`config.mk`:
```
export PLATFORM = sky130hd
export DESIGN_NAME = odh_eval
export DESIGN_NICKNAME = d
export VERILOG_FILES = /design/src/rtl/core/ordered_dither_halftone_assert.svh /design/src/rtl/core/odh_pkg.sv /design/src/rtl/core/odh_eval.sv
export SDC_FILE = /design/constraint.sdc
export NUM_CORES = 1
export LEC_CHECK = 0
export ABC_CLOCK_PERIOD_IN_PS = 25800
export BUFFER_PORTS_ARGS = -buffer_cell sky130_fd_sc_hd__buf_2
export CORE_AREA = 5 5 131 133
export DETAILED_ROUTE_END_ITERATION = 16
export DIE_AREA = 0 0 136 138
export PLACE_DENSITY = 0.79
export RECOVER_POWER = 50
export SLEW_MARGIN = 10
export SYNTH_ARGS = -nofsm -noshare
export SYNTH_HDL_FRONTEND = slang
export SYNTH_SLANG_ARGS = --single-unit
```
`constraint.sdc`:
```
create_clock -name vclk -period 25.8
set_input_delay 1.29 -clock vclk [all_inputs]
set_output_delay 1.29 -clock vclk [all_outputs]
set_load 0.005 [all_outputs]
```
`src/rtl/core/ordered_dither_halftone_assert.svh`:
```
// ----------------------------------------------------------------------------
// ordered_dither_halftone_assert.svh
// Assertion macros for the halftone RTL. Sampled on clk, off in reset.
// ----------------------------------------------------------------------------
`ifndef ORDERED_DITHER_HALFTONE_ASSERT_SVH
`define ORDERED_DITHER_HALFTONE_ASSERT_SVH

// same-cycle implication
`define ODH_ASSERT_IMP(name, ante, cons, msg) \
  name: assert property (@(posedge clk) disable iff (!rst_n) (ante) |-> (cons)) \
    else $error(msg);

// next-cycle implication
`define ODH_ASSERT_NXT(name, ante, cons, msg) \
  name: assert property (@(posedge clk) disable iff (!rst_n) (ante) |=> (cons)) \
    else $error(msg);

`endif

```
`src/rtl/core/odh_pkg.sv`:
```
// ----------------------------------------------------------------------------
// odh_pkg
// Types, codes and constants of the ordered dither halftone block.
// ----------------------------------------------------------------------------
package odh_pkg;

  localparam int MATRIX_SIZE_DEF = 64;
  localparam int ENTRY_BITS_DEF  = 16;

  localparam int DIM_W      = 7;
  localparam int LINE_W     = 16;
  localparam int FIELD_W    = 16;
  localparam int PIXEL_W    = 8;
  localparam int CFG_IDX_W  = 2;
  localparam int CFG_DATA_W = 16;
  localparam int SCALED_W   = 12;

  localparam logic [1:0] FUNC_LOAD    = 2'd0;
  localparam logic [1:0] FUNC_PIXEL   = 2'd1;
  localparam logic [1:0] FUNC_RESTART = 2'd2;

  localparam logic [CFG_IDX_W-1:0] CFG_MATRIX_WIDTH  = 2'd0;
  localparam logic [CFG_IDX_W-1:0] CFG_MATRIX_HEIGHT = 2'd1;
  localparam logic [CFG_IDX_W-1:0] CFG_LINE_WIDTH    = 2'd2;

  localparam logic [DIM_W-1:0]  DIM_RST        = 7'd1;
  localparam logic [LINE_W-1:0] LINE_WIDTH_RST = 16'd640;

  localparam logic [PIXEL_W-1:0]  PIXEL_WHITE = 8'hFF;
  localparam logic [PIXEL_W-1:0]  PIXEL_BLACK = 8'h00;
  localparam logic [SCALED_W-1:0] SCALED_MAX  = 12'd4095;

  // p * 4095 / 255 = 16p + p/17, with p/17 as (p * 241) >> 12
  localparam logic [15:0] FRAC_MUL   = 16'd241;
  localparam int          FRAC_SHIFT = 12;

  typedef struct packed {
    logic [1:0]         func;
    logic [FIELD_W-1:0] entry_value;
    logic [PIXEL_W-1:0] pixel_in;
  } odh_in_t;

  typedef struct packed {
    logic [PIXEL_W-1:0] pixel_out;
    logic               row_end;
  } odh_out_t;

  typedef struct packed {
    logic load;
    logic pixel;
    logic restart;
  } odh_step_t;

  typedef enum logic {
    ST_IDLE,
    ST_EVAL
  } odh_state_t;

endpackage

```
`src/rtl/core/odh_eval.sv`:
```
// ----------------------------------------------------------------------------
// odh_eval
// Scales a grey pixel and compares it with the threshold from a raw matrix
// entry, by cross multiplication or, for a 1x1 matrix, directly.
// ----------------------------------------------------------------------------
module odh_eval #(
  parameter int ENTRY_BITS = odh_pkg::ENTRY_BITS_DEF
) (
  input  logic [odh_pkg::PIXEL_W-1:0] pixel,
  input  logic [ENTRY_BITS-1:0]       raw,
  input  logic [ENTRY_BITS-1:0]       largest,
  input  logic                        single,
  output logic                        bright
);

  import odh_pkg::*;

  localparam int EXT_W  = ENTRY_BITS + 1;
  localparam int NUM_W  = ENTRY_BITS + 13;
  localparam int PROD_W = ENTRY_BITS + 14;

  logic [15:0]         frac_prod;
  logic [SCALED_W-1:0] scaled;
  logic [12:0]         scaled_inc;
  logic [EXT_W-1:0]    den;
  logic [EXT_W-1:0]    raw_inc;
  logic [NUM_W-1:0]    num;
  logic [PROD_W-1:0]   prod;

  always_comb begin
    frac_prod  = 16'(pixel) * FRAC_MUL;
    scaled     = {pixel, 4'b0000} + SCALED_W'(frac_prod >> FRAC_SHIFT);
    scaled_inc = 13'(scaled) + 13'd1;
    den        = EXT_W'(largest) + EXT_W'(2);
    raw_inc    = EXT_W'(raw) + EXT_W'(1);
    num        = {raw_inc, 12'h000};
    prod       = PROD_W'(scaled_inc) * PROD_W'(den);
    if (single) begin
      bright = PROD_W'(scaled) >= PROD_W'(raw);
    end else begin
      bright = (scaled == SCALED_MAX) || (prod > PROD_W'(num));
    end
  end

endmodule
```
After elaboration in Yosys (flattened, before gate mapping):

Index checks and enable logic that the tools add are counted.

* register bits after elaboration: 0
* output and inout bits: 1

* $add $sub $neg: 4
* multipliers: 2
* magnitude comparators: 2
* eq/ne operators: 1
* multiplexer cells: 1
* reduce and logical (&&, ||, !) cells: 1

Operators with widths (number)
* greater-than comparator 30 x 29 -> 1 bit: 1
* multiplier 13 x 17 -> 30 bit: 1
* adder 16 x 1 -> 17 bit (second input constant): 1
* adder 16 x 2 -> 17 bit (second input constant): 1
* greater-or-equal comparator 12 x 16 -> 1 bit: 1
* multiplier 8 x 8 -> 16 bit (second input constant): 1
* adder 12 x 1 -> 13 bit (second input constant): 1
* adder 12 x 4 -> 12 bit: 1
* equality test 12 bit (second input constant): 1
* logical OR 1 bit: 1
* two-way mux 1 bit: 1

Logic depth before layout (Yosys ltp):

* word-level depth: 7
* mapped depth: 47
* depth with buffers taken out: 45

Worst setup path after synthesis:

Ideal clock, no wire load.

* kind: input to output
* start point: in pixel[3] (netlist bit)
* end point: out bright
* arrival time: 11.720 ns
* data required time: 24.510 ns
* setup slack: 12.790 ns
* cell stages on the path: 45
* cells stage by stage: inv_1 fa_1 fa_1 inv_1 ha_1 ha_1 ha_1 a2111oi_2 o21ai_2 a21oi_1 xnor2_2 clkbuf_1 ha_1 nand2_1 nor2_2 xnor2_1 clkbuf_1 nand2_1 [... 9 more ...] a21o_1 a21oi_2 a21boi_0 a2111oi_4 o31ai_2 o31a_1 nor3_1 o31ai_1 xor2_1 ha_1 nand4_1 nor2_1 o211ai_1 a2111oi_0 nand4_1 o21ai_0 nand2_1 o31a_1

* longest elaborated chain between the ends: 7
* elaborated cells between the ends (all ways): 9
* those cells by class: 2 x add/sub; 2 x mul; 2 x order compare; 1 x eq/ne; 1 x mux; 1 x reduce/logical

Ends and longest elaborated chain
* start, declared: line odh_eval.sv:9 `input logic [odh_pkg::PIXEL_W-1:0] pixel,`
* multiplier 8 x 8 -> 16 bit: line odh_eval.sv:31 `frac_prod = 16'(pixel) * FRAC_MUL;`
* adder 12 x 4 -> 12 bit *: line odh_eval.sv:32 `scaled = {pixel, 4'b0000} + SCALED_W'(frac_prod >> FRAC_SHIFT);`
* adder 12 x 1 -> 13 bit: line odh_eval.sv:33 `scaled_inc = 13'(scaled) + 13'd1;`
* multiplier 13 x 17 -> 30 bit: line odh_eval.sv:37 `prod = PROD_W'(scaled_inc) * PROD_W'(den);`
* greater-than comparator 30 x 29 -> 1 bit: line odh_eval.sv:41 `bright = (scaled == SCALED_MAX) || (prod > PROD_W'(num));`
* logical OR 1 bit: line odh_eval.sv:41
* two-way mux 1 bit *: line odh_eval.sv:38 `if (single) begin`
* end, declared: line odh_eval.sv:13 `output logic bright`

Mark *: on every way between the ends. The rest lies on a longest branch, timed or not.

Worst setup path after layout:

* start point: in pixel[4] (netlist bit)
* end point: out bright

The elaborated chain is that of the path after synthesis.

==> qor.csv <==
metric,value,unit
post_cts resized,0,
Port Buf Inserts,42,
crit-path max cell delay,1.20,ns
WHS Endpoint,bright,
multi-input logic area,8550,sq um
# fillers,1362,
diode count,0,
final net count,1523,
synth top area cells,"fa_1, ha_1, inv_1",
post-synthesis cell type count,63,
Post-CTS Setup Bufs,0,
Die Width,136,um
Initial Util,60.8,%
Die Area,18800,sq um
HPWL after DPL,19900,um
Slew HR,-5.47,%
detailed-route via count,7665,
CP Capture Type,primary output,
most frequent cells in the layout,"inv_1, fa_1, nand2_1",
Worst EP arrival,13.74,ns
CP max stage cell,xor2_1,
layout cells sized above 1,7.00,%
Syn Area/Cell,8.48,sq um
sequential area share after synthesis,0,%
Bufs and invs on worst path,7,
total gr overflow,0,
fin crit share,58.3,%
drt pass-1 iters,5,
worst-margin pin slew,1.58,ns
Initial DRC Count,458,
drt via density,5.58,
clkbuf count,0,
RSZ-0062 raised after global routing,no,
Period minus WS final,15.03,ns
initial antenna violation count,0,
Crit Path Category,input port to primary output,
Row Count,46,
Antenna Nets Post-Route,0,
"most common cell after layout, fill and taps aside",inv_1,
synth-to-layout area growth,4.73,%
WP data required,24.51,ns
MaxCap Viol Count,1,
cts hold-fix bufs,0,
Peak Freq,66.5,MHz
final hold vios,0,
Seq Cell Count,0,
Gate Count Post-Synth,1127,
vias in the first global route,7940,
net count after synthesis,1491,
Setup TNS,0,ns
Core Footprint,15700,sq um
Pins Over Slew Limit,18,
Register Area,0,sq um
Top Ports,42,
global-route wire length before repair,39100,um
DR DRC count,0,
Worst Hold Launch,single,
Placer Congestion,0.934,
Most common cell on crit path,fa_1,
Critical Path Fanout Max,17,
most area-hungry cell type in the Yosys netlist,fa_1,
outcome,"finished, violations left",
critical path startpoint category,input port,
Die Y,138,um
hold depth,3,
cell family with most CP delay,adder cells,
Total Routed Length,23100,um
DR WL/cell,16.9,um
area share of the largest cell type after synthesis,37.5,%
Total GRT Usage,25.7,%
synth warn,0,
largest net degree at the start of global routing,18,
violated checks,"max-capacitance violations, max-slew violations",
Post-Syn Area,9550,sq um
hold crit path type,input port to primary output,
setup violators final,0,
==> cell type report <==
type	count	share of cell area [%]
inverters	243	9.12
multi-input cells	864	85.5
repair buffers	50	2.70
well taps	216	2.70
==> cell families after synthesis <==
group / after synthesis / synth area share, %
simple gates: 349 / 16.7
fa+ha+maj: 323 / 56.4
buf+inv: 263 / 10.6
compound gates: 114 / 8.50
xor+xnor: 77 / 7.77
mux: 1 / 0.105
==> per-stage QoR <==
| step | setup slack [ns] | area [sq um] | instances | hold slack [ns] | util (%) |
|---|---|---|---|---|---|
| 5_1_grt | 9.63 | 10000 | 1373 | 2.93 | 63.7 |
| 4_1_cts | 11.25 | 10000 | 1373 | 2.89 | 63.7 |
| 3_5_place_dp | 11.29 | 10000 | 1373 | 2.89 | 63.7 |
| 3_3_place_gp | 11.61 | 10000 | 1373 | 2.89 | 63.7 |
| 6_report | 10.77 | 10000 | 1373 | 2.88 | 63.7 |
| 2_1_floorplan | 12.79 | 9550 | 1127 | 2.71 | - |
==> worst max-delay path by stage <==
stage	slack [ns]	end	startpoint	cells after the start
final	10.77	bright	pixel[4]	45
after global routing	9.63	bright	pixel[6]	45
after CTS	11.25	bright	pixel[6]	45
after detailed placement	11.29	bright	pixel[6]	45
after global placement	11.61	bright	pixel[6]	44
after floorplan	12.79	bright	pixel[3]	45
==> synth_stat cells, drive strengths merged (2+ instances only) <==
master and count:
inv 243, fa 179, nand2 162, ha 144, nor2 75, xnor2 53, a21oi 28, and2 28
nand3 26, xor2 24, o21ai 22, a21o 21, clkbuf 14, nand4 14, nand2b 9, nor2b 9
o21a 8, and3 7, a31oi 6, nor3 6, buf 5, o211ai 5, a211oi 4, a2111oi 3
nor4 3, or2 3, a211o 2, o2111ai 2, o22ai 2, o311ai 2, o31a 2, o31ai 2
==> layer usage <==
| layer | wire (um) | up-vias | GRT usage [%] | share of wire, % |
|---|---|---|---|---|
| met5 | 0 | - | 0 | 0 |
| met4 | 710 | 0 | 5.68 | 3.1 |
| met3 | 1820 | 42 | 3.99 | 7.9 |
| met2 | 11200 | 293 | 42.9 | 48 |
| met1 | 9450 | 3773 | 35.3 | 41 |
| li1 | - | 3557 | - | - |
Power is not shown: default switching activity piles up to over one toggle a cycle in this logic, so the estimate is an artifact.
