### src/rtl/core/ordered_dither_halftone_assert.svh
// ----------------------------------------------------------------------------
// ordered_dither_halftone_assert.svh
// Assertion macros for the halftone RTL. Sampled on clk, off in reset.
// ----------------------------------------------------------------------------
`ifndef ORDERED_DITHER_HALFTONE_ASSERT_SVH
`define ORDERED_DITHER_HALFTONE_ASSERT_SVH

// same-cycle implication
`define ODH_ASSERT_IMP(name, ante, cons, msg) \
  name: assert property (@(posedge clk) disable iff (!rst_n) (ante) |-> (cons)) \
    else $error(msg);

// next-cycle implication
`define ODH_ASSERT_NXT(name, ante, cons, msg) \
  name: assert property (@(posedge clk) disable iff (!rst_n) (ante) |=> (cons)) \
    else $error(msg);

`endif

### src/rtl/core/odh_pkg.sv
// ----------------------------------------------------------------------------
// odh_pkg
// Types, codes and constants of the ordered dither halftone block.
// ----------------------------------------------------------------------------
package odh_pkg;

  localparam int MATRIX_SIZE_DEF = 64;
  localparam int ENTRY_BITS_DEF  = 16;

  localparam int DIM_W      = 7;
  localparam int LINE_W     = 16;
  localparam int FIELD_W    = 16;
  localparam int PIXEL_W    = 8;
  localparam int CFG_IDX_W  = 2;
  localparam int CFG_DATA_W = 16;
  localparam int SCALED_W   = 12;

  localparam logic [1:0] FUNC_LOAD    = 2'd0;
  localparam logic [1:0] FUNC_PIXEL   = 2'd1;
  localparam logic [1:0] FUNC_RESTART = 2'd2;

  localparam logic [CFG_IDX_W-1:0] CFG_MATRIX_WIDTH  = 2'd0;
  localparam logic [CFG_IDX_W-1:0] CFG_MATRIX_HEIGHT = 2'd1;
  localparam logic [CFG_IDX_W-1:0] CFG_LINE_WIDTH    = 2'd2;

  localparam logic [DIM_W-1:0]  DIM_RST        = 7'd1;
  localparam logic [LINE_W-1:0] LINE_WIDTH_RST = 16'd640;

  localparam logic [PIXEL_W-1:0]  PIXEL_WHITE = 8'hFF;
  localparam logic [PIXEL_W-1:0]  PIXEL_BLACK = 8'h00;
  localparam logic [SCALED_W-1:0] SCALED_MAX  = 12'd4095;

  // p * 4095 / 255 = 16p + p/17, with p/17 as (p * 241) >> 12
  localparam logic [15:0] FRAC_MUL   = 16'd241;
  localparam int          FRAC_SHIFT = 12;

  typedef struct packed {
    logic [1:0]         func;
    logic [FIELD_W-1:0] entry_value;
    logic [PIXEL_W-1:0] pixel_in;
  } odh_in_t;

  typedef struct packed {
    logic [PIXEL_W-1:0] pixel_out;
    logic               row_end;
  } odh_out_t;

  typedef struct packed {
    logic load;
    logic pixel;
    logic restart;
  } odh_step_t;

  typedef enum logic {
    ST_IDLE,
    ST_EVAL
  } odh_state_t;

endpackage

### src/rtl/core/odh_seq.sv
// ----------------------------------------------------------------------------
// odh_seq
// Load pointer, tile position, pixel column and largest entry tracking.
// ----------------------------------------------------------------------------
module odh_seq #(
  parameter int  MATRIX_SIZE = odh_pkg::MATRIX_SIZE_DEF,
  parameter int  ENTRY_BITS  = odh_pkg::ENTRY_BITS_DEF,
  localparam int IDX_W       = (MATRIX_SIZE > 1) ? $clog2(MATRIX_SIZE) : 1,
  localparam int ADDR_W      = (MATRIX_SIZE > 1) ? $clog2(MATRIX_SIZE * MATRIX_SIZE) : 1
) (
  input  logic                          clk,
  input  logic                          rst_n,
  input  odh_pkg::odh_step_t            step,
  input  logic [ENTRY_BITS-1:0]         entry,
  input  logic [odh_pkg::DIM_W-1:0]     matrix_width,
  input  logic [odh_pkg::DIM_W-1:0]     matrix_height,
  input  logic [odh_pkg::LINE_W-1:0]    line_width,
  output logic [ADDR_W-1:0]             wr_addr,
  output logic [ADDR_W-1:0]             rd_addr,
  output logic [ENTRY_BITS-1:0]         largest,
  output logic                          last,
  output logic                          single
);

  import odh_pkg::*;

  localparam logic [DIM_W-1:0] DIM_MAX = DIM_W'(MATRIX_SIZE);

  logic [IDX_W-1:0]      lcol_r, lcol_nxt;
  logic [IDX_W-1:0]      lrow_r, lrow_nxt;
  logic [IDX_W-1:0]      tcol_r, tcol_nxt;
  logic [IDX_W-1:0]      trow_r, trow_nxt;
  logic [LINE_W-1:0]     pcol_r, pcol_nxt;
  logic [ENTRY_BITS-1:0] largest_r, largest_nxt;
  logic [DIM_W-1:0]      w_c;
  logic [DIM_W-1:0]      h_c;
  logic [LINE_W-1:0]     lw_c;
  logic                  lcol_wrap;
  logic                  lrow_wrap;
  logic                  tcol_wrap;
  logic                  trow_wrap;

  always_comb begin
    w_c  = (matrix_width == '0) ? DIM_RST :
           ((matrix_width > DIM_MAX) ? DIM_MAX : matrix_width);
    h_c  = (matrix_height == '0) ? DIM_RST :
           ((matrix_height > DIM_MAX) ? DIM_MAX : matrix_height);
    lw_c = (line_width == '0) ? LINE_W'(1) : line_width;

    lcol_wrap = (8'(lcol_r) + 8'd1) >= 8'(w_c);
    lrow_wrap = (8'(lrow_r) + 8'd1) >= 8'(h_c);
    tcol_wrap = (8'(tcol_r) + 8'd1) >= 8'(w_c);
    trow_wrap = (8'(trow_r) + 8'd1) >= 8'(h_c);
    last      = (17'(pcol_r) + 17'd1) >= 17'(lw_c);
    single    = (w_c == DIM_RST) && (h_c == DIM_RST);

    wr_addr = ADDR_W'(int'(lrow_r) * MATRIX_SIZE + int'(lcol_r));
    rd_addr = ADDR_W'(int'(trow_r) * MATRIX_SIZE + int'(tcol_r));
    largest = largest_r;
  end

  always_comb begin
    lcol_nxt    = lcol_r;
    lrow_nxt    = lrow_r;
    tcol_nxt    = tcol_r;
    trow_nxt    = trow_r;
    pcol_nxt    = pcol_r;
    largest_nxt = largest_r;
    if (step.restart) begin
      lcol_nxt    = '0;
      lrow_nxt    = '0;
      tcol_nxt    = '0;
      trow_nxt    = '0;
      pcol_nxt    = '0;
      largest_nxt = '0;
    end else if (step.load) begin
      if (entry > largest_r) begin
        largest_nxt = entry;
      end
      if (lcol_wrap) begin
        lcol_nxt = '0;
        lrow_nxt = lrow_wrap ? '0 : lrow_r + IDX_W'(1);
      end else begin
        lcol_nxt = lcol_r + IDX_W'(1);
      end
    end else if (step.pixel) begin
      if (last) begin
        pcol_nxt = '0;
        tcol_nxt = '0;
        trow_nxt = trow_wrap ? '0 : trow_r + IDX_W'(1);
      end else begin
        pcol_nxt = pcol_r + LINE_W'(1);
        tcol_nxt = tcol_wrap ? '0 : tcol_r + IDX_W'(1);
      end
    end
  end

  always_ff @(posedge clk) begin
    if (!rst_n) begin
      lcol_r    <= '0;
      lrow_r    <= '0;
      tcol_r    <= '0;
      trow_r    <= '0;
      pcol_r    <= '0;
      largest_r <= '0;
    end else begin
      lcol_r    <= lcol_nxt;
      lrow_r    <= lrow_nxt;
      tcol_r    <= tcol_nxt;
      trow_r    <= trow_nxt;
      pcol_r    <= pcol_nxt;
      largest_r <= largest_nxt;
    end
  end

endmodule

### config.mk
export PLATFORM = sky130hd
export DESIGN_NAME = odh_seq
export DESIGN_NICKNAME = d
export VERILOG_FILES = /design/src/rtl/core/ordered_dither_halftone_assert.svh /design/src/rtl/core/odh_pkg.sv /design/src/rtl/core/odh_seq.sv
export SDC_FILE = /design/constraint.sdc
export NUM_CORES = 1
export LEC_CHECK = 0
export BUFFER_PORTS_ARGS = -buffer_cell sky130_fd_sc_hd__buf_2
export CORE_MARGIN = 1
export CORE_UTILIZATION = 50
export DETAILED_ROUTE_END_ITERATION = 8
export GPL_ROUTABILITY_DRIVEN = 0
export PLACE_DENSITY = 0.74
export SETUP_SLACK_MARGIN = 0.3
export SYNTH_ARGS = -nofsm -noshare
export SYNTH_HDL_FRONTEND = slang
export SYNTH_SLANG_ARGS = --single-unit
### constraint.sdc
create_clock -name clk -period 4 [get_ports clk]
set_input_delay 0.6 -clock clk [delete_from_list [all_inputs] [get_ports clk]]
set_output_delay 0.6 -clock clk [all_outputs]
set_load 0.01 [all_outputs]
### After elaboration in Yosys (flattened, before gate mapping)

Cells that the tools add are included.

| word-level totals | value |
|---|---|
| register bits | 56 |
| input port bits | 51 |

| operators by class | value |
|---|---|
| add/sub/neg operators | 12 |
| order comparisons | 8 |
| equal/unequal tests | 2 |
| multiplexer cells | 11 |
| bitwise logic cells | 2 |
| reduce and logical (&&, ||, !) cells | 9 |

Operators by type and width:

| cell | count |
|---|---|
| $mux W16 | 2 |
| $mux W6 | 5 |
| $add A6 B1 Y7 const B | 4 |
| $ge A7 B7 Y1 | 4 |
| $mux W7 | 4 |
| $add A12 B6 Y12 | 2 |
| $add A6 B1 Y6 const B | 4 |
| $add A16 B1 Y17 const B | 1 |
| $ge A17 B16 Y1 | 1 |
| $add A16 B1 Y16 const B | 1 |
| $gt A16 B16 Y1 | 1 |
| $logic_not A16 Y1 | 1 |
| $eq A7 B1 Y1 const B | 2 |
| $gt A7 B7 Y1 const B | 2 |
| $logic_not A7 Y1 | 2 |
| $reduce_and A2 Y1 | 3 |
| $reduce_and A3 Y1 | 1 |
| $not A1 Y1 | 2 |
| $reduce_or A2 Y1 | 1 |
| $logic_and A1 B1 Y1 | 1 |

### Depth between registers and ports, before layout

Gate-level depths: netlist of run 1.

| logic depth | value |
|---|---|
| depth after elaboration | 6 |
| mapped depth | 15 |

### Least setup slack after synthesis of run 1

No wires, ideal clock.

| timing path | value |
|---|---|
| path type | reg-to-output |
| start point | register pcol_r[0] |
| end point | output last |
| data arrival time | 2401 ps |
| data required time | 3400 ps |
| setup slack | 999 ps |
| cell stages (with the launch flop) | 12 |
| path buffers | 1 |
| path through | dfxtp_1 > ha_1 > nand4_1 > nor3b_4 > nand3_1 > xnor2_1 > ha_1 > nand4_1 > a21oi_1 > nor3_1 > o211ai_4 > buf_6 |

| on the way | value |
|---|---|
| word-level cells in the longest chain between the ends | 2 |

Ends and longest elaborated chain:

| element | line | source |
|---|---|---|
| start, declared | odh_seq.sv:33 | `logic [LINE_W-1:0] pcol_r, pcol_nxt;` |
| start signal, assigned | odh_seq.sv:111 | `pcol_r <= pcol_nxt;` |
| $add A16 B1 Y17 | odh_seq.sv:54 | `last = (17'(pcol_r) + 17'd1) >= 17'(lw_c);` |
| $ge A17 B16 Y1 | odh_seq.sv:54 |  |
| end, declared | odh_seq.sv:21 | `output logic last,` |

Every way passes these cells.

### Final worst setup path of run 1

Same ends and word-level chain as after synthesis.

==> results of run 1 <==
==> what timing repair did <==
item                                    in CTS  in global routing
pin swaps                                    1                  2
endpoints found under the setup margin       1                 12
setup buffers                                1                  1
cloned                                       0                  0
resized for setup                            0                  4
==> registers in the layout, summed over array words and instances, names as in the netlist <==
signal	flops
lcol_r	6
largest	16
trow_r	6
tcol_r	6
lrow_r	6
pcol_r	16
==> stage by stage <==
step	hold WS, ns	power (mW)	util (%)
after CTS	0.471	1.14	60.2
after detailed placement	0.456	0.760	58.8
after global placement	0.443	0.755	58.8
after floorplan	0.432	0.694	-
after global routing	0.500	1.18	60.4
final	0.467	1.12	60.4
==> cells in the mapped netlist, drive strengths merged, types with 2 or more instances <==
| library cell | instances |
|---|---|
| ha | 65 |
| dfxtp | 56 |
| nand2 | 55 |
| nand3 | 49 |
| inv | 42 |
| nor2 | 38 |
| a21oi | 37 |
| o21ai | 24 |
| xnor2 | 18 |
| o31ai | 16 |
| clkbuf | 12 |
| buf | 11 |
| xor2 | 11 |
| nand2b | 9 |
| nand4 | 9 |
| and3 | 8 |
| nand3b | 8 |
| nor2b | 8 |
| nor3 | 6 |
| nor4 | 6 |
| a211oi | 5 |
| a2111oi | 4 |
| a2bb2oi | 4 |
| o211ai | 4 |
| or3 | 4 |
| a21o | 3 |
| a31oi | 3 |
| o21a | 3 |
| o41ai | 3 |
| or2 | 3 |
| a221oi | 2 |
| a32o | 2 |
==> cell usage in the layout (no fill, tap or decap), drive strengths merged, types with 2 or more instances in the layout <==
cell type  count
a2111oi        4
a211oi         5
a21o           3
a21oi         37
a221oi         2
a2bb2oi        4
a31oi          3
a32o           2
and3           8
buf           99
clkbuf         6
dfxtp         56
ha            65
inv           42
nand2         55
nand2b         9
nand3         49
nand3b         8
nand4          9
nor2          38
nor2b          8
nor3           6
nor4           6
o211ai         4
o21a           3
o21ai         24
o31ai         16
o41ai          3
or2            3
or3            4
xnor2         18
xor2          11
==> layout make-up <==
cell class	count	area, sq um	area share, %
Multi-Input combinational cell	425	2980	59.4
Inverter	42	158	3.15
Clock buffer	6	72.6	1.45
Clock inverter	2	35.0	0.699
Sequential cell	56	1120	22.4
Tap cell	105	131	2.62
Timing Repair Buffer	99	513	10.2
==> kinds of logic after synthesis <==
group / count (synthesis) / share of synthesized area (%)
AND/OR/NAND/NOR: 209 / 24.2
AO/OA/AOI/OAI: 120 / 18.9
buffers and inverters: 65 / 6.05
adder cells (fa/ha/maj): 65 / 18.7
flip-flops: 56 / 25.8
XOR/XNOR: 29 / 5.85
multiplexers: 2 / 0.490
==> where the power goes <==
part           internal (mW)  switching (mW)
clock network          0.186           0.187
logic                 0.0721           0.108
registers              0.564         0.00509
==> tightest hold or removal path, delay by kind of cell, from the launching register on <==
kind,cells,cell delay (ns)
compound gates,1,0.05
flops,1,0.33
simple gates,1,0.05
==> per-layer routing <==
layer | part of all wire [%] | wire, microns | GRT usage [%]
met2 | 47 | 4820 | 38.0
met1 | 48 | 4930 | 31.0
met3 | 4.2 | 427 | 3.19
met5 | 0 | 0 | 0
met4 | 1.1 | 112 | 6.82
==> final timing paths <==
kind,from,to,slack (ns)
setup / recovery,pcol_r[0],last,0.55
hold / removal,pcol_r[13],pcol_r[13],0.47
setup reg to reg,pcol_r[0],pcol_r[11],0.55
hold reg to reg,pcol_r[13],pcol_r[13],0.47
==> out/metrics.csv, run 1 <==
stage,metric,value,unit
cells_and_area,n_diodes,0,
global_routing,GRT overflow,0,
timing,Total Neg Setup Slack,0,ns
die,die height,95.2,microns
synth,"area leader, netlist",dfxtp_1,
placement,Port Buffer Count,92,
die,full die area,0.00906,sq mm
pwr,Peak VDD IR,0.000128,V
timing,Final Hold Vio Count,0,
timing,# setup viols final,0,
synth,synthesized area per cell,7.95,sq um
critical_path,critical path depth,11,
synth,"Primary FF master, synth",dfxtp_1,
clocking,hold buffer count at cts,0,
route,1st-pass router iterations,4,
timing,RSZ-0062 raised after global routing,no,
die,Die X,95.2,microns
status,outcome,"finished, final reports clean",
timing,Period minus WS final,3.45,ns
clocking,CTS tree,done,
cells_and_area,post-route cell area,0.00501,sq mm
critical_path,R2R depth,15,
placement,DP Wirelength,7.94,mm
global_routing,vias in the first global route,3663,
placement,Place WS,0.470,ns
route,Via-to-Cell Ratio,5.62,
timing,FMAX,290,MHz
synth,#FFs+latches synth,56,
cells_and_area,Post-Layout Cell Count,735,
route,DRC Markers,0,
route,via count,4134,
timing,Max Clock Skew,0.0130,ns
critical_path,CP max FO,6,
global_routing,GRT Overall Usage,23.0,%
hold_path,hold depth,2,
route,Antenna Nets Post-Route,0,
critical_path,Crit Path Class,reg -> out,
pwr,Power Dens Cells,224,mW/mm^2
critical_path,CP Buf/Inv Count,1,
synth,post-synth net total,662,
clocking,Bufs on Longest Clock Path,2,
timing,Final WS setup,0.550,ns
timing,Max-Slew Margin vs Limit,24.6,%
die,row count,33,
synth,Synth cell types,63,
route,final wirelength,10.3,mm
critical_path,crit path cell chain,ha_2 -> nand4_1 -> nor3b_4 -> nand2_1 -> xnor2_1 -> ha_1 -> nand4_1 -> nor2_1 -> o21ai_1 -> o211ai_4 -> buf_2,
placement,Placed Instances,725,
clocking,"Reg clk slew, reported paths",0.10,ns
synth,Mapped Area,0.00434,sq mm
die,initial core utilization,52.3,%
timing,actual slew at the worst max-slew pin,1.13,ns
route,DR iter-0 viols,182,
critical_path,Worst setup SP type,flip-flop,
critical_path,"slowest stage delay, CP",0.39,ns
timing,Final Max Tran Viols,0,
clocking,Skew-Pair Late Insertion Delay,0.31,ns
global_routing,first-pass GRT wire length,16.6,mm
critical_path,CP top delay family,simple AND/OR/NAND/NOR gates,
global_routing,largest net degree at the start of global routing,32,
critical_path,Worst setup EP type,output port,
clocking,CTS H-tree lvls,2,
synth,Post-synth EDFFs,0,
critical_path,CP max stage cell,dfxtp_2,
job,max-cap violation count,0,
placement,placed cell area,0.00488,sq mm
synth,Post-synth ARST share,0,%
timing,Tcrit/Tclk final,86.2,%
cells_and_area,Synth-to-Final Area Change,15.4,%
hold_path,Hold WC Path Type,reg -> reg,
cells_and_area,nets,745,
clocking,Num CTS Buffers,5,
cells_and_area,final-layout fill cell count,766,
critical_path,Arrival @ worst endpoint,2.85,ns
global_routing,antenna violations before repair,0,
clocking,clock sinks,56,
pwr,Leak,2.31,nW
die,core area,0.00830,sq mm
die,Top-Level Pins,93,
critical_path,cell repeated most along the worst path,nand4_1,
synth,sequential area share after synthesis,25.8,%
synth,area share of the largest cell type after synthesis,25.8,%
synth,Ys Warns,0,
synth,Synth area leaders,"dfxtp_1 26%, ha_1 19%, nand3_1 5.5%",
synth,Post-Syn Instances,546,
clocking,CTS root buf,clkbuf_8,
cells_and_area,layout cells sized above 1,19.8,%
route,wire per inst,14.0,microns
critical_path,worst endpoint required time,3.40,ns
Power figures use the tool's default switching activity.
==> run 2: changes to the inputs <==
Clock period 4 ns to 3.5 ns, I/O delays scaled along.
==> run 2 against run 1 <==
Compared with the run above: routed wire length is 2.3% higher; non-clock buffer count is 7 higher; count of clock-buffer cells in the layout is 2 higher; setup slack worse by 0.22 ns; register-to-register slack worse by 0.17 ns; clock skew is 0.0074 ns lower; hold slack worse by 0.016 ns; final cell count is 0.95% higher; sequential power is 14% higher; first-iteration DRC count is 1.1% higher; clock power is 3% lower; sequential share of layout area is 0.30 points lower.
==> out/metrics.csv, run 2 (same netlist as run 1, synthesis figures left out) <==
stage,metric,value,unit,change
global_routing,GRT Overall Usage,23.7,%,+0.64 points
timing,FMAX,316,MHz,
timing,# setup viols final,0,,unchanged
die,Top-Level Pins,93,,unchanged
pwr,Int Pwr,0.891,mW,+8.4%
route,via count,4199,,+1.6%
cells_and_area,Register Area,0.00113,sq mm,+1.0%
clocking,Bufs on Longest Clock Path,2,,unchanged
critical_path,worst endpoint required time,2.97,ns,-0.43 ns
clocking,"Reg clk slew, reported paths",0.10,ns,about the same
placement,DP Wirelength,8.03,mm,+1.2%
placement,Place WS,-0.0725,ns,-0.542 ns
placement,Port Buffer Count,92,,unchanged
timing,actual slew at the worst max-slew pin,1.05,ns,-0.0764 ns
pwr,part of the power in the clock network,29.6,%,-3.6 points
clocking,Skew-Pair Late Insertion Delay,0.30,ns,about the same
timing,Max-Slew Margin vs Limit,29.7,%,+5.1 points
status,outcome,"finished, final reports clean",,
route,Antenna Nets Post-Route,0,,unchanged
pwr,Switching Share,27.2,%,+0.41 points
cells_and_area,nets,752,,+0.94%
die,initial core utilization,52.3,%,unchanged
clocking,clock sinks,56,,unchanged
die,row count,33,,unchanged
critical_path,Arrival @ worst endpoint,2.64,ns,-0.21 ns
cells_and_area,Multi-input gate area,0.00304,sq mm,+2.1%
route,DRC Markers,0,,unchanged
clocking,CTS root buf,clkbuf_8,,
route,1st-pass router iterations,4,,unchanged
global_routing,GRT overflow,0,,unchanged
clocking,Num CTS Buffers,5,,unchanged
timing,RSZ-0062 raised after global routing,yes,,
hold_path,hold depth,3,,+1
global_routing,antenna violations before repair,0,,unchanged
die,Die X,95.2,microns,unchanged
global_routing,vias in the first global route,3785,,+3.3%
route,Via-to-Cell Ratio,5.66,,+0.61%
clocking,CTS tree,done,,
die,die height,95.2,microns,unchanged
route,DR iter-0 viols,184,,+1.1%
route,final wirelength,10.5,mm,+2.3%
job,max-cap violation count,0,,unchanged
die,full die area,0.00906,sq mm,unchanged
cells_and_area,Synth-to-Final Area Change,18.1,%,
cells_and_area,layout cells sized above 1,22.6,%,+2.8 points
pwr,Psw,0.332,mW,+11%
cells_and_area,"leading cell type in the layout, fill and taps excluded",buf_2,,
critical_path,Crit Path Class,reg -> out,,
timing,Final WS setup,0.332,ns,-0.218 ns
route,wire per inst,14.2,microns,+1.4%
timing,Period minus WS final,3.17,ns,
timing,Max Clock Skew,0.00553,ns,-0.00744 ns
timing,Total Neg Setup Slack,0,ns,unchanged
cells_and_area,"commonest cells after routing, fill and taps aside","91 x buf_2, 64 x ha_1, 53 x nand2_1",,
pwr,Power Dens Cells,239,mW/mm^2,+6.5%
cells_and_area,final-layout fill cell count,732,,-4.4%
global_routing,first-pass GRT wire length,17.2,mm,+4.0%
critical_path,R2R depth,15,,unchanged
pwr,Comb power frac,17.4,%,+1.3 points
clocking,CTS H-tree lvls,2,,unchanged
critical_path,Worst setup SP type,flip-flop,,
timing,Final Max Tran Viols,0,,unchanged
timing,Tcrit/Tclk final,90.5,%,
critical_path,Worst setup EP type,output port,,
timing,Final Hold Vio Count,0,,unchanged
cells_and_area,n_diodes,0,,unchanged
pwr,Leak,2.37,nW,+2.3%
pwr,Peak VDD IR,0.000155,V,+21%
pwr,register share of total power,53.0,%,+2.3 points
hold_path,Hold WC Path Type,in -> reg,,
die,core area,0.00830,sq mm,unchanged
critical_path,CP max FO,4,,-2
global_routing,largest net degree at the start of global routing,55,,+72%
## run 2: worst paths after layout
check | slack (ns) | start | to
setup / recovery | 0.33 | pcol_r[1] | last
hold / removal | 0.45 | entry[2] | largest[2]
setup reg to reg | 0.38 | pcol_r[1] | tcol_r[4]
hold reg to reg | 0.46 | pcol_r[13] | pcol_r[13]
## run 2: worst max-delay path, stage by stage (launching register included)
cell      delay (ns)
dfxtp_4         0.38
ha_4            0.14
nand4_1         0.18
nor3b_4         0.30
nand2_2         0.10
xnor2_2         0.16
ha_1            0.30
nand4_1         0.14
nor2_1          0.18
o21ai_2         0.10
o211ai_4        0.22
buf_6           0.14
## run 2: final cells by class
type / instances / area share, %
inverter: 42 / 3.07
timing repair buffer: 106 / 11.2
clock buffer: 8 / 1.76
multi-input combinational: 425 / 59.3
sequential: 56 / 22.1
tap: 105 / 2.56
## run 2: metal layers
metal  routed length [microns]  part of all wire [%]  GRT usage, %  up-vias
met5                         0                     0             0        -
li1                          -                     -             -     2131
met1                      4840                    46          31.6     1977
met3                       490                   4.7          3.51        9
met2                      5120                    49          40.0       82
met4                        80                  0.76          5.43        0
## run 2: repair_timing
action,CTS,global route
setup buffers,6,1
gates resized for setup,15,8
endpoints found under the setup margin,29,16
hold buffers,0,0
pin swaps,16,6
## run 2: power by group through the flow
| stage | combinational (mW) | sequential [mW] | clock (mW) |
|---|---|---|---|
| 2_1_floorplan | 0.125 | 0.668 | 0 |
| 3_3_place_gp | 0.199 | 0.664 | 0 |
| 3_5_place_dp | 0.206 | 0.665 | 0 |
| 4_1_cts | 0.210 | 0.649 | 0.380 |
| 5_1_grt | 0.240 | 0.650 | 0.402 |
| 6_report | 0.212 | 0.649 | 0.363 |
## run 2: through the flow
step / util, % / std cells / hold WS [ns] / cell area, sq um / power [mW]
2_1_floorplan: - / 546 / 0.432 / 4340 / 0.793
3_3_place_gp: 59.0 / 727 / 0.443 / 4890 / 0.864
3_5_place_dp: 59.0 / 727 / 0.448 / 4890 / 0.871
4_1_cts: 61.4 / 741 / 0.445 / 5090 / 1.24
5_1_grt: 61.8 / 742 / 0.458 / 5130 / 1.29
6_report: 61.8 / 742 / 0.451 / 5130 / 1.22
